File: config.mk
export PLATFORM = sky130hd
export DESIGN_NAME = one_shot_timer_catchup_restart_core
export DESIGN_NICKNAME = d
export VERILOG_FILES = /design/src/rtl/ostcr_pkg.sv /design/src/rtl/ostcr_bit_pass.sv /design/src/rtl/ostcr_rem.sv /design/src/rtl/one_shot_timer_catchup_restart_core.sv
export SDC_FILE = /design/constraint.sdc
export NUM_CORES = 1
export LEC_CHECK = 0
export CAP_MARGIN = 20
export CORE_ASPECT_RATIO = 1.75
export CORE_MARGIN = 5
export CORE_UTILIZATION = 25
export CTS_CLUSTER_DIAMETER = 200
export DETAILED_ROUTE_END_ITERATION = 7
export DONT_BUFFER_PORTS = 1
export PLACE_DENSITY_LB_ADDON = 0.2
export SLEW_MARGIN = 20
export SYNTH_ARGS = -nofsm -noshare
export SYNTH_HDL_FRONTEND = slang
export SYNTH_SLANG_ARGS = --single-unit
File: constraint.sdc
create_clock -name clk -period 9.37 [get_ports clk]
set_clock_uncertainty 0.1 [all_clocks]
set_input_delay 2.3425 -clock clk [delete_from_list [all_inputs] [get_ports clk]]
set_output_delay 2.3425 -clock clk [all_outputs]
set_load 0.005 [all_outputs]
File: src/rtl/ostcr_pkg.sv
// Types, codes and constants shared by the one-shot timer modules.
`timescale 1ns / 1ps

package ostcr_pkg;

	localparam int TIME_WIDTH_DEF = 32;
	localparam int PERIOD_W       = 32;
	localparam int ELAPSED_W      = 32;
	localparam int CMD_W          = 3;

	typedef enum logic [CMD_W-1:0] {
		CMD_TICK    = 3'd0,
		CMD_START_P = 3'd1,
		CMD_START   = 3'd2,
		CMD_STOP    = 3'd3,
		CMD_RESTART = 3'd4,
		CMD_QUERY   = 3'd5
	} cmd_e;

	typedef enum logic [4:0] {
		ST_IDLE   = 5'b00001,
		ST_PASS   = 5'b00010,
		ST_DECIDE = 5'b00100,
		ST_MOD    = 5'b01000,
		ST_DONE   = 5'b10000
	} state_e;

	typedef struct packed {
		logic [CMD_W-1:0]    command;
		logic [PERIOD_W-1:0] new_period;
	} in_word_t;

	typedef struct packed {
		logic                 expired;
		logic                 running;
		logic [ELAPSED_W-1:0] elapsed;
	} out_word_t;

	typedef struct packed {
		logic last;
		logic gt;
	} pass_stat_t;

endpackage

File: src/rtl/ostcr_bit_pass.sv
// Bit-serial increment of elapsed time and compare against the period, LSB first.
`timescale 1ns / 1ps

module ostcr_bit_pass #(
	parameter int TW = ostcr_pkg::TIME_WIDTH_DEF
) (
	input  logic                   clk,
	input  logic                   arst_n,
	input  logic                   start,
	input  logic                   cin,
	input  logic                   en,
	input  logic                   e_bit,
	input  logic                   p_bit,
	output logic                   sum_bit,
	output ostcr_pkg::pass_stat_t  stat
);
	import ostcr_pkg::*;

	localparam int CW = $clog2(TW);
	localparam logic [CW-1:0] LAST_CNT = CW'(TW - 1);

	logic [CW-1:0] cnt_q;
	logic          carry_q;
	logic          gt_q;
	logic          gt_next;

	assign sum_bit = e_bit ^ carry_q;
	assign gt_next = (e_bit & ~p_bit) | (~(e_bit ^ p_bit) & gt_q);
	assign stat.last = en && (cnt_q == LAST_CNT);
	assign stat.gt   = gt_q;

	always_ff @(posedge clk or negedge arst_n) begin
		if (!arst_n) begin
			cnt_q   <= '0;
			carry_q <= 1'b0;
			gt_q    <= 1'b0;
		end else if (start) begin
			cnt_q   <= '0;
			carry_q <= cin;
			gt_q    <= 1'b0;
		end else if (en) begin
			cnt_q   <= cnt_q + 1'b1;
			carry_q <= e_bit & carry_q;
			gt_q    <= gt_next;
		end
	end

endmodule

File: src/rtl/ostcr_rem.sv
// Restoring remainder unit: one dividend bit per cycle while en is high, MSB first.
`timescale 1ns / 1ps

module ostcr_rem #(
	parameter int TW = ostcr_pkg::TIME_WIDTH_DEF
) (
	input  logic          clk,
	input  logic          arst_n,
	input  logic          start,
	input  logic          en,
	input  logic          d_bit,
	input  logic [TW-1:0] divisor,
	output logic [TW-1:0] rem_next,
	output logic          last
);
	import ostcr_pkg::*;

	localparam int CW = $clog2(TW);
	localparam logic [CW-1:0] LAST_CNT = CW'(TW - 1);

	logic [CW-1:0] cnt_q;
	logic [TW-1:0] rem_q;
	logic [TW:0]   trial;
	logic [TW:0]   trial_sub;

	assign trial     = {rem_q, d_bit};
	assign trial_sub = trial - {1'b0, divisor};
	assign rem_next  = trial_sub[TW] ? trial[TW-1:0] : trial_sub[TW-1:0];
	assign last      = en && (cnt_q == LAST_CNT);

	always_ff @(posedge clk or negedge arst_n) begin
		if (!arst_n) begin
			cnt_q <= '0;
			rem_q <= '0;
		end else if (start) begin
			cnt_q <= '0;
			rem_q <= '0;
		end else if (en) begin
			cnt_q <= cnt_q + 1'b1;
			rem_q <= rem_next;
		end
	end

endmodule

File: src/rtl/one_shot_timer_catchup_restart_core.sv
// One-shot tick timer with drift-free restart, bit-serial datapath.
//
//  channel | handshake            | word
//  --------+----------------------+------------------------------------
//  in      | in_valid / in_ready  | in_word  : command, new_period
//  out     | out_valid / out_ready| out_word : expired, running, elapsed
//
// Between one accept and the next, an item makes one serial pass through the elapsed
// and period shift registers, then a decide state and an output state. A restart of
// a timer that has expired or run past its period adds a pass through the restoring
// remainder unit.
// Reset clears time, flags and the output slot and sets the period to one.
// A waiting result stalls the output state; no new word is taken meanwhile.
`timescale 1ns / 1ps

module one_shot_timer_catchup_restart_core #(
	parameter int TIME_WIDTH = ostcr_pkg::TIME_WIDTH_DEF
) (
	input  logic                 clk,
	input  logic                 arst_n,
	input  logic                 in_valid,
	output logic                 in_ready,
	input  ostcr_pkg::in_word_t  in_word,
	output logic                 out_valid,
	input  logic                 out_ready,
	output ostcr_pkg::out_word_t out_word
);
	import ostcr_pkg::*;

	localparam int TW = TIME_WIDTH;

	state_e           state_q;
	logic [CMD_W-1:0] cmd_q;
	logic [TW-1:0]    np_q;
	logic [TW-1:0]    elapsed_q;
	logic [TW-1:0]    period_q;
	logic             exp_q;
	logic             act_q;
	logic             out_valid_q;
	out_word_t        out_word_q;

	logic             accept;
	logic             pass_start;
	logic             sum_bit;
	pass_stat_t       pstat;
	logic             hit;
	logic             rem_start;
	logic             rem_en;
	logic [TW-1:0]    rem_next;
	logic             rem_last;
	logic             out_load;

	assign in_ready   = (state_q == ST_IDLE);
	assign accept     = in_valid && in_ready;
	assign pass_start = accept;
	assign hit        = act_q && pstat.gt;
	assign rem_start  = (state_q == ST_DECIDE);
	assign rem_en     = (state_q == ST_MOD);
	assign out_load   = (state_q == ST_DONE) && (!out_valid_q || out_ready);

	assign out_valid = out_valid_q;
	assign out_word  = out_word_q;

	ostcr_bit_pass #(.TW(TW)) u_pass (
		.clk     (clk),
		.arst_n  (arst_n),
		.start   (pass_start),
		.cin     (in_word.command == CMD_TICK),
		.en      (state_q == ST_PASS),
		.e_bit   (elapsed_q[0]),
		.p_bit   (period_q[0]),
		.sum_bit (sum_bit),
		.stat    (pstat)
	);

	ostcr_rem #(.TW(TW)) u_rem (
		.clk      (clk),
		.arst_n   (arst_n),
		.start    (rem_start),
		.en       (rem_en),
		.d_bit    (elapsed_q[TW-1]),
		.divisor  (period_q),
		.rem_next (rem_next),
		.last     (rem_last)
	);

	always_ff @(posedge clk) begin
		if (accept) begin
			cmd_q <= in_word.command;
			np_q  <= TW'(in_word.new_period);
		end
		if (out_load) begin
			out_word_q.expired <= exp_q;
			out_word_q.running <= act_q;
			out_word_q.elapsed <= ELAPSED_W'(elapsed_q);
		end
	end

	always_ff @(posedge clk or negedge arst_n) begin
		if (!arst_n) begin
			out_valid_q <= 1'b0;
		end else if (out_load) begin
			out_valid_q <= 1'b1;
		end else if (out_ready) begin
			out_valid_q <= 1'b0;
		end
	end

	always_ff @(posedge clk or negedge arst_n) begin
		if (!arst_n) begin
			state_q   <= ST_IDLE;
			elapsed_q <= '0;
			period_q  <= TW'(1);
			exp_q     <= 1'b0;
			act_q     <= 1'b0;
		end else begin
			unique case (state_q)
				ST_IDLE: begin
					if (accept) begin
						state_q <= ST_PASS;
					end
				end
				ST_PASS: begin
					// advance both words one bit; period rotates back in place
					elapsed_q <= {sum_bit, elapsed_q[TW-1:1]};
					period_q  <= {period_q[0], period_q[TW-1:1]};
					if (pstat.last) begin
						state_q <= ST_DECIDE;
					end
				end
				ST_DECIDE: begin
					state_q <= ST_DONE;
					unique case (cmd_q)
						CMD_TICK: begin
						end
						CMD_START_P: begin
							elapsed_q <= '0;
							exp_q     <= 1'b0;
							if (np_q != '0) begin
								period_q <= np_q;
								act_q    <= 1'b1;
							end else begin
								act_q <= 1'b0;
							end
						end
						CMD_START: begin
							elapsed_q <= '0;
							exp_q     <= 1'b0;
							act_q     <= 1'b1;
						end
						CMD_STOP: begin
							exp_q <= 1'b0;
							act_q <= 1'b0;
						end
						CMD_RESTART: begin
							if (hit || exp_q) begin
								state_q <= ST_MOD;
							end else begin
								elapsed_q <= '0;
								exp_q     <= 1'b0;
								act_q     <= 1'b1;
							end
						end
						CMD_QUERY: begin
							if (hit) begin
								exp_q <= 1'b1;
								act_q <= 1'b0;
							end
						end
						default: begin
						end
					endcase
				end
				ST_MOD: begin
					if (rem_last) begin
						elapsed_q <= rem_next;
						exp_q     <= 1'b0;
						act_q     <= 1'b1;
						state_q   <= ST_DONE;
					end else begin
						elapsed_q <= {elapsed_q[TW-2:0], 1'b0};
					end
				end
				ST_DONE: begin
					if (out_load) begin
						state_q <= ST_IDLE;
					end
				end
				default: begin
					state_q <= ST_IDLE;
				end
			endcase
		end
	end

`ifndef SYNTHESIS
	a_period_nonzero: assert property (@(posedge clk) disable iff (!arst_n)
		period_q != '0)
		else $error("period register holds zero");

	a_flags_exclusive: assert property (@(posedge clk) disable iff (!arst_n)
		!(exp_q && act_q))
		else $error("timer both expired and running");

	a_mod_on_restart: assert property (@(posedge clk) disable iff (!arst_n)
		(state_q == ST_MOD) |-> (cmd_q == CMD_RESTART))
		else $error("remainder pass outside restart");

	a_result_from_done: assert property (@(posedge clk) disable iff (!arst_n)
		$rose(out_valid_q) |-> $past(state_q == ST_DONE))
		else $error("result word loaded outside output cycle");
`endif

endmodule

==> flow_results.xml <==
<?xml version="1.0" encoding="UTF-8"?>
<metrics>
  <group name="power_and_ir_drop">
    <metric name="netSwitchingFraction" unit="%">36.6</metric>
    <metric name="power_leakage" unit="nW">4.50</metric>
    <metric name="power.internal" unit="W">0.00170</metric>
    <metric name="powerDensity" unit="mW/mm^2">246</metric>
    <metric name="ir_drop" unit="V">0.000122</metric>
    <metric name="switching_power" unit="W">0.000984</metric>
    <metric name="p_total" unit="W">0.00269</metric>
    <metric name="power_frac_clock" unit="%">26.2</metric>
    <metric name="power.combinational.fraction" unit="%">28.3</metric>
    <metric name="sequentialPowerShare" unit="%">45.5</metric>
  </group>
  <group name="synthesis">
    <metric name="synth-seq-cells" unit="">185</metric>
    <metric name="synth_area_per_cell" unit="sq um">9.73</metric>
    <metric name="syn-num-nets" unit="">1091</metric>
    <metric name="async_reset_ff_share" unit="%">62.7</metric>
    <metric name="netlist-cell-type-count" unit="">64</metric>
    <metric name="yosys_most_used_dff" unit="">sky130_fd_sc_hd__dfrtp_1</metric>
    <metric name="synth-edff-count" unit="">69</metric>
    <metric name="synth_sequential_area_ratio" unit="%">50.5</metric>
    <metric name="post_synth_most_frequent_cells" unit="">sky130_fd_sc_hd__nand2_1 (142), sky130_fd_sc_hd__dfrtp_1 (114), sky130_fd_sc_hd__nor2_1 (85)</metric>
    <metric name="synth_largest_area_cell" unit="">sky130_fd_sc_hd__dfrtp_1</metric>
    <metric name="synthesis.yosys.warnings" unit="">0</metric>
    <metric name="synth.cell_area" unit="sq mm">0.00986</metric>
    <metric name="post-synth-top-area-fraction" unit="%">28.9</metric>
    <metric name="yosys.cell_count.top_type" unit="">sky130_fd_sc_hd__nand2_1</metric>
    <metric name="synthesis.instances" unit="">1013</metric>
    <metric name="synth.top_cells.by_area" unit="">sky130_fd_sc_hd__dfrtp_1 (29%), sky130_fd_sc_hd__edfxtp_1 (21%), sky130_fd_sc_hd__nand2_1 (5.4%)</metric>
  </group>
  <group name="setup_path">
    <metric name="critical_path.max_fanout" unit="">51</metric>
    <metric name="crit_arrival" unit="ns">4.38</metric>
    <metric name="sequence_of_cells_on_the_critical_path" unit="">inv_1 &gt; ha_1 &gt; fa_1 &gt; nand2b_1 &gt; a21oi_1 &gt; o21ai_0 &gt; o211a_1 &gt; o31a_1 &gt; a311oi_4 &gt; nand2_2 &gt; buf_4 &gt; and3_1 &gt; o32a_1</metric>
    <metric name="slowest_stage" unit="">sky130_fd_sc_hd__a311oi_4</metric>
    <metric name="crit_reg_reg_startpoint" unit="">elapsed_q[31]$_DFFE_PN0P_</metric>
    <metric name="worstSetupStartpoint" unit="">elapsed_q[31]$_DFFE_PN0P_</metric>
    <metric name="critPathCaptureType" unit="">register</metric>
    <metric name="reg2reg_setup_slack" unit="ns">5.23</metric>
    <metric name="worst_r2r_endpoint" unit="">elapsed_q[10]$_DFFE_PN0P_</metric>
    <metric name="timing_worst_setup_path_type" unit="">register to register</metric>
    <metric name="timing.reg2reg.worst_path_depth" unit="">13</metric>
    <metric name="cp-start-kind" unit="">register</metric>
    <metric name="timing.critical_path.slowest_cell_delay" unit="ns">0.47</metric>
    <metric name="worst_ep_required_time" unit="ns">9.61</metric>
  </group>
  <group name="timing">
    <metric name="fin_crit_sh" unit="%">44.2</metric>
    <metric name="rsz0062_at_grt" unit="">false</metric>
    <metric name="layout_setup_ws" unit="ns">5.23</metric>
    <metric name="period_needed" unit="ns">4.14</metric>
    <metric name="setup_viol" unit="">0</metric>
    <metric name="report.final.hold_viol_count" unit="">0</metric>
    <metric name="totalNegativeSetupSlack" unit="ns">0</metric>
    <metric name="timing_worst_slew_pin_value" unit="ns">1.02</metric>
    <metric name="maxSlewViolCount" unit="">0</metric>
    <metric name="max_fclk" unit="MHz">242</metric>
    <metric name="max-slew-margin-rel" unit="%">31.7</metric>
  </group>
  <group name="final_layout">
    <metric name="drive_above_1_share" unit="%">5.82</metric>
    <metric name="final_area" unit="sq mm">0.0109</metric>
    <metric name="stdcell_count" unit="">1487</metric>
    <metric name="nets" unit="">1061</metric>
    <metric name="layout-area-overhead-vs-synth" unit="%">10.5</metric>
  </group>
  <group name="floorplan">
    <metric name="die-height" unit="um">273</metric>
    <metric name="rows" unit="">96</metric>
    <metric name="placeable_core_region" unit="sq mm">0.0392</metric>
    <metric name="initial_core_util" unit="%">25.2</metric>
    <metric name="i_o_pin_count" unit="">75</metric>
    <metric name="fp.dieArea" unit="sq mm">0.0437</metric>
    <metric name="floorplan.die.width" unit="um">160</metric>
  </group>
  <group name="routing">
    <metric name="first_iter_violations" unit="">387</metric>
    <metric name="drc" unit="">0</metric>
    <metric name="dr.pass1.iters" unit="">5</metric>
    <metric name="routed_wl" unit="um">27600</metric>
    <metric name="post_drt_wl_per_cell" unit="um">18.6</metric>
    <metric name="ant_nets" unit="">0</metric>
    <metric name="via_count" unit="">7396</metric>
    <metric name="vias_per_cell" unit="">4.97</metric>
  </group>
  <group name="clocking">
    <metric name="post_cts_resized" unit="">0</metric>
    <metric name="clockRootBuffer" unit="">sky130_fd_sc_hd__clkbuf_16</metric>
    <metric name="cts_made_buffers" unit="">17</metric>
    <metric name="tritoncts_clock_tree" unit="">built</metric>
    <metric name="cts_max_level" unit="">4</metric>
    <metric name="clkLatencyLatePin" unit="ns">0.46</metric>
    <metric name="clock_input_transition_at_the_sequential_cells_of_the_worst_setup_and_hold_paths" unit="ns">0.07</metric>
    <metric name="number_of_setup_buffers_added_after_cts" unit="">0</metric>
    <metric name="post_cts_hold_buffer_count" unit="">0</metric>
    <metric name="clk_path_buf_depth" unit="">2</metric>
    <metric name="clock_sinks" unit="">185</metric>
  </group>
  <group name="run">
    <metric name="timing.max_cap.violations" unit="">0</metric>
  </group>
  <group name="global_routing">
    <metric name="all_layer_global_routing_usage" unit="%">12.8</metric>
    <metric name="grt_pass1_wl" unit="um">44200</metric>
    <metric name="grt_pass1_vias" unit="">7630</metric>
    <metric name="number_of_antenna_violations_at_the_first_check_in_global_routing" unit="">9</metric>
    <metric name="globalRoute.totalOverflow" unit="">0</metric>
    <metric name="pin_count_of_the_biggest_net_entering_global_routing" unit="">117</metric>
  </group>
  <group name="hold_path">
    <metric name="hold_depth" unit="">0</metric>
    <metric name="hold_class" unit="">register to register</metric>
    <metric name="hold_worst_path_end" unit="">out_word[25]$_DFFE_PP_</metric>
    <metric name="worst_hold_startpoint" unit="">elapsed_q[25]$_DFFE_PN0P_</metric>
  </group>
  <group name="placement">
    <metric name="routabilityCongestion" unit="">0.861</metric>
    <metric name="dpl-instance-area" unit="sq mm">0.0103</metric>
    <metric name="place_ws" unit="ns">5.21</metric>
    <metric name="port_buffers" unit="">0</metric>
    <metric name="dp.cells" unit="">1454</metric>
    <metric name="dp_hpwl" unit="um">20300</metric>
  </group>
  <group name="run_status">
    <metric name="outcome" unit="">finished clean</metric>
  </group>
</metrics>
[per-layer routing]
| layer | vias up | GRT usage, % | part of all wire, % | wire length, um |
|---|---|---|---|---|
| li1 | 3644 | - | - | - |
| met1 | 3567 | 15.1 | 42 | 11700 |
| met2 | 127 | 21.9 | 50 | 13800 |
| met3 | 46 | 3.55 | 4.1 | 1130 |
| met4 | 12 | 5.51 | 3.5 | 954 |
| met5 | - | 0 | 0.32 | 89 |
[worst max-delay path by stage]
stage / to / slack [ns] / cells after the start
final: elapsed_q[10]$_DFFE_PN0P_ / 5.23 / 13
after global placement: elapsed_q[28]$_DFFE_PN0P_ / 5.30 / 13
after CTS: elapsed_q[7]$_DFFE_PN0P_ / 5.21 / 13
after floorplan: out_word[0]$_DFFE_PP_ / 4.80 / 2
after global routing: elapsed_q[7]$_DFFE_PN0P_ / 4.96 / 13
after detailed placement: elapsed_q[7]$_DFFE_PN0P_ / 5.21 / 13
[logic make-up after synthesis]
family                     count (synthesis)  share of synthesized area (%)
and+or+nand+nor                          347                           15.9
AOI/OAI and AO/OA                        278                           18.6
DFF                                      185                           50.5
buffers and inverters                    103                           4.21
adders and majority gates                 39                           5.03
xor gates and xnor gates                  34                           3.02
muxes                                     27                           2.74
[power by group through the flow]
stage	Combinational (W)	Sequential, W	Clock [W]
final	0.000760	0.00122	0.000704
after CTS	0.000771	0.00123	0.000731
after floorplan	0.000587	0.00117	0
after global placement	0.000769	0.00124	0
after detailed placement	0.000767	0.00124	0
after global routing	0.000861	0.00125	0.000754
[worst max-delay path: cells and delay by family, from the launching register on]
family | cells | cell delay, ns
AND/OR/NAND/NOR | 3 | 0.49
flip-flops | 1 | 0.44
adder cells (fa/ha/maj) | 2 | 0.60
AO/OA/AOI/OAI | 6 | 1.97
buffers and inverters | 2 | 0.41
[registers in the layout, indices dropped and copies added (netlist names)]
| register | count |
|---|---|
| act_q | 1 |
| cmd_q | 3 |
| elapsed_q | 32 |
| exp_q | 1 |
| np_q | 32 |
| out_valid | 1 |
| out_word | 34 |
| period_q | 32 |
| state_q | 5 |
| u_pass.carry_q | 1 |
| u_pass.cnt_q | 5 |
| u_pass.gt_q | 1 |
| u_rem.cnt_q | 5 |
| u_rem.rem_q | 32 |
[area by class of cell]
cell class                      instances  area [sq um]
Antenna cell                            1          2.50
Clock buffer                           20           437
Clock inverter                         12           115
Fill cell                            4120         28300
Inverter                               43           161
Multi-Input combinational cell        725          4510
Sequential cell                       185          4980
Tap cell                              490           613
Timing Repair Buffer                   11          82.6
[placed cells by master, fill, tap and decap left out, types with 19 or more instances in the layout]
master                     count
sky130_fd_sc_hd__xnor2_1      19
sky130_fd_sc_hd__inv_1        43
sky130_fd_sc_hd__nor2_1       82
sky130_fd_sc_hd__a21oi_1      55
sky130_fd_sc_hd__a31oi_1      55
sky130_fd_sc_hd__ha_1         38
sky130_fd_sc_hd__nand3_1      37
sky130_fd_sc_hd__dfrtp_1     114
sky130_fd_sc_hd__mux2i_1      27
sky130_fd_sc_hd__o21ai_0      64
sky130_fd_sc_hd__a221oi_1     19
sky130_fd_sc_hd__nand2_1     142
sky130_fd_sc_hd__a21o_1       19
sky130_fd_sc_hd__and3_1       19
sky130_fd_sc_hd__edfxtp_1     69
[through the flow]
step | util (%) | hold slack (ns)
6_report | 27.8 | 0.405
5_1_grt | 27.8 | 0.435
3_5_place_dp | 26.4 | 0.397
3_3_place_gp | 26.4 | 0.393
2_1_floorplan | - | 0.347
4_1_cts | 27.8 | 0.415
Power figures use the tool's default switching activity.
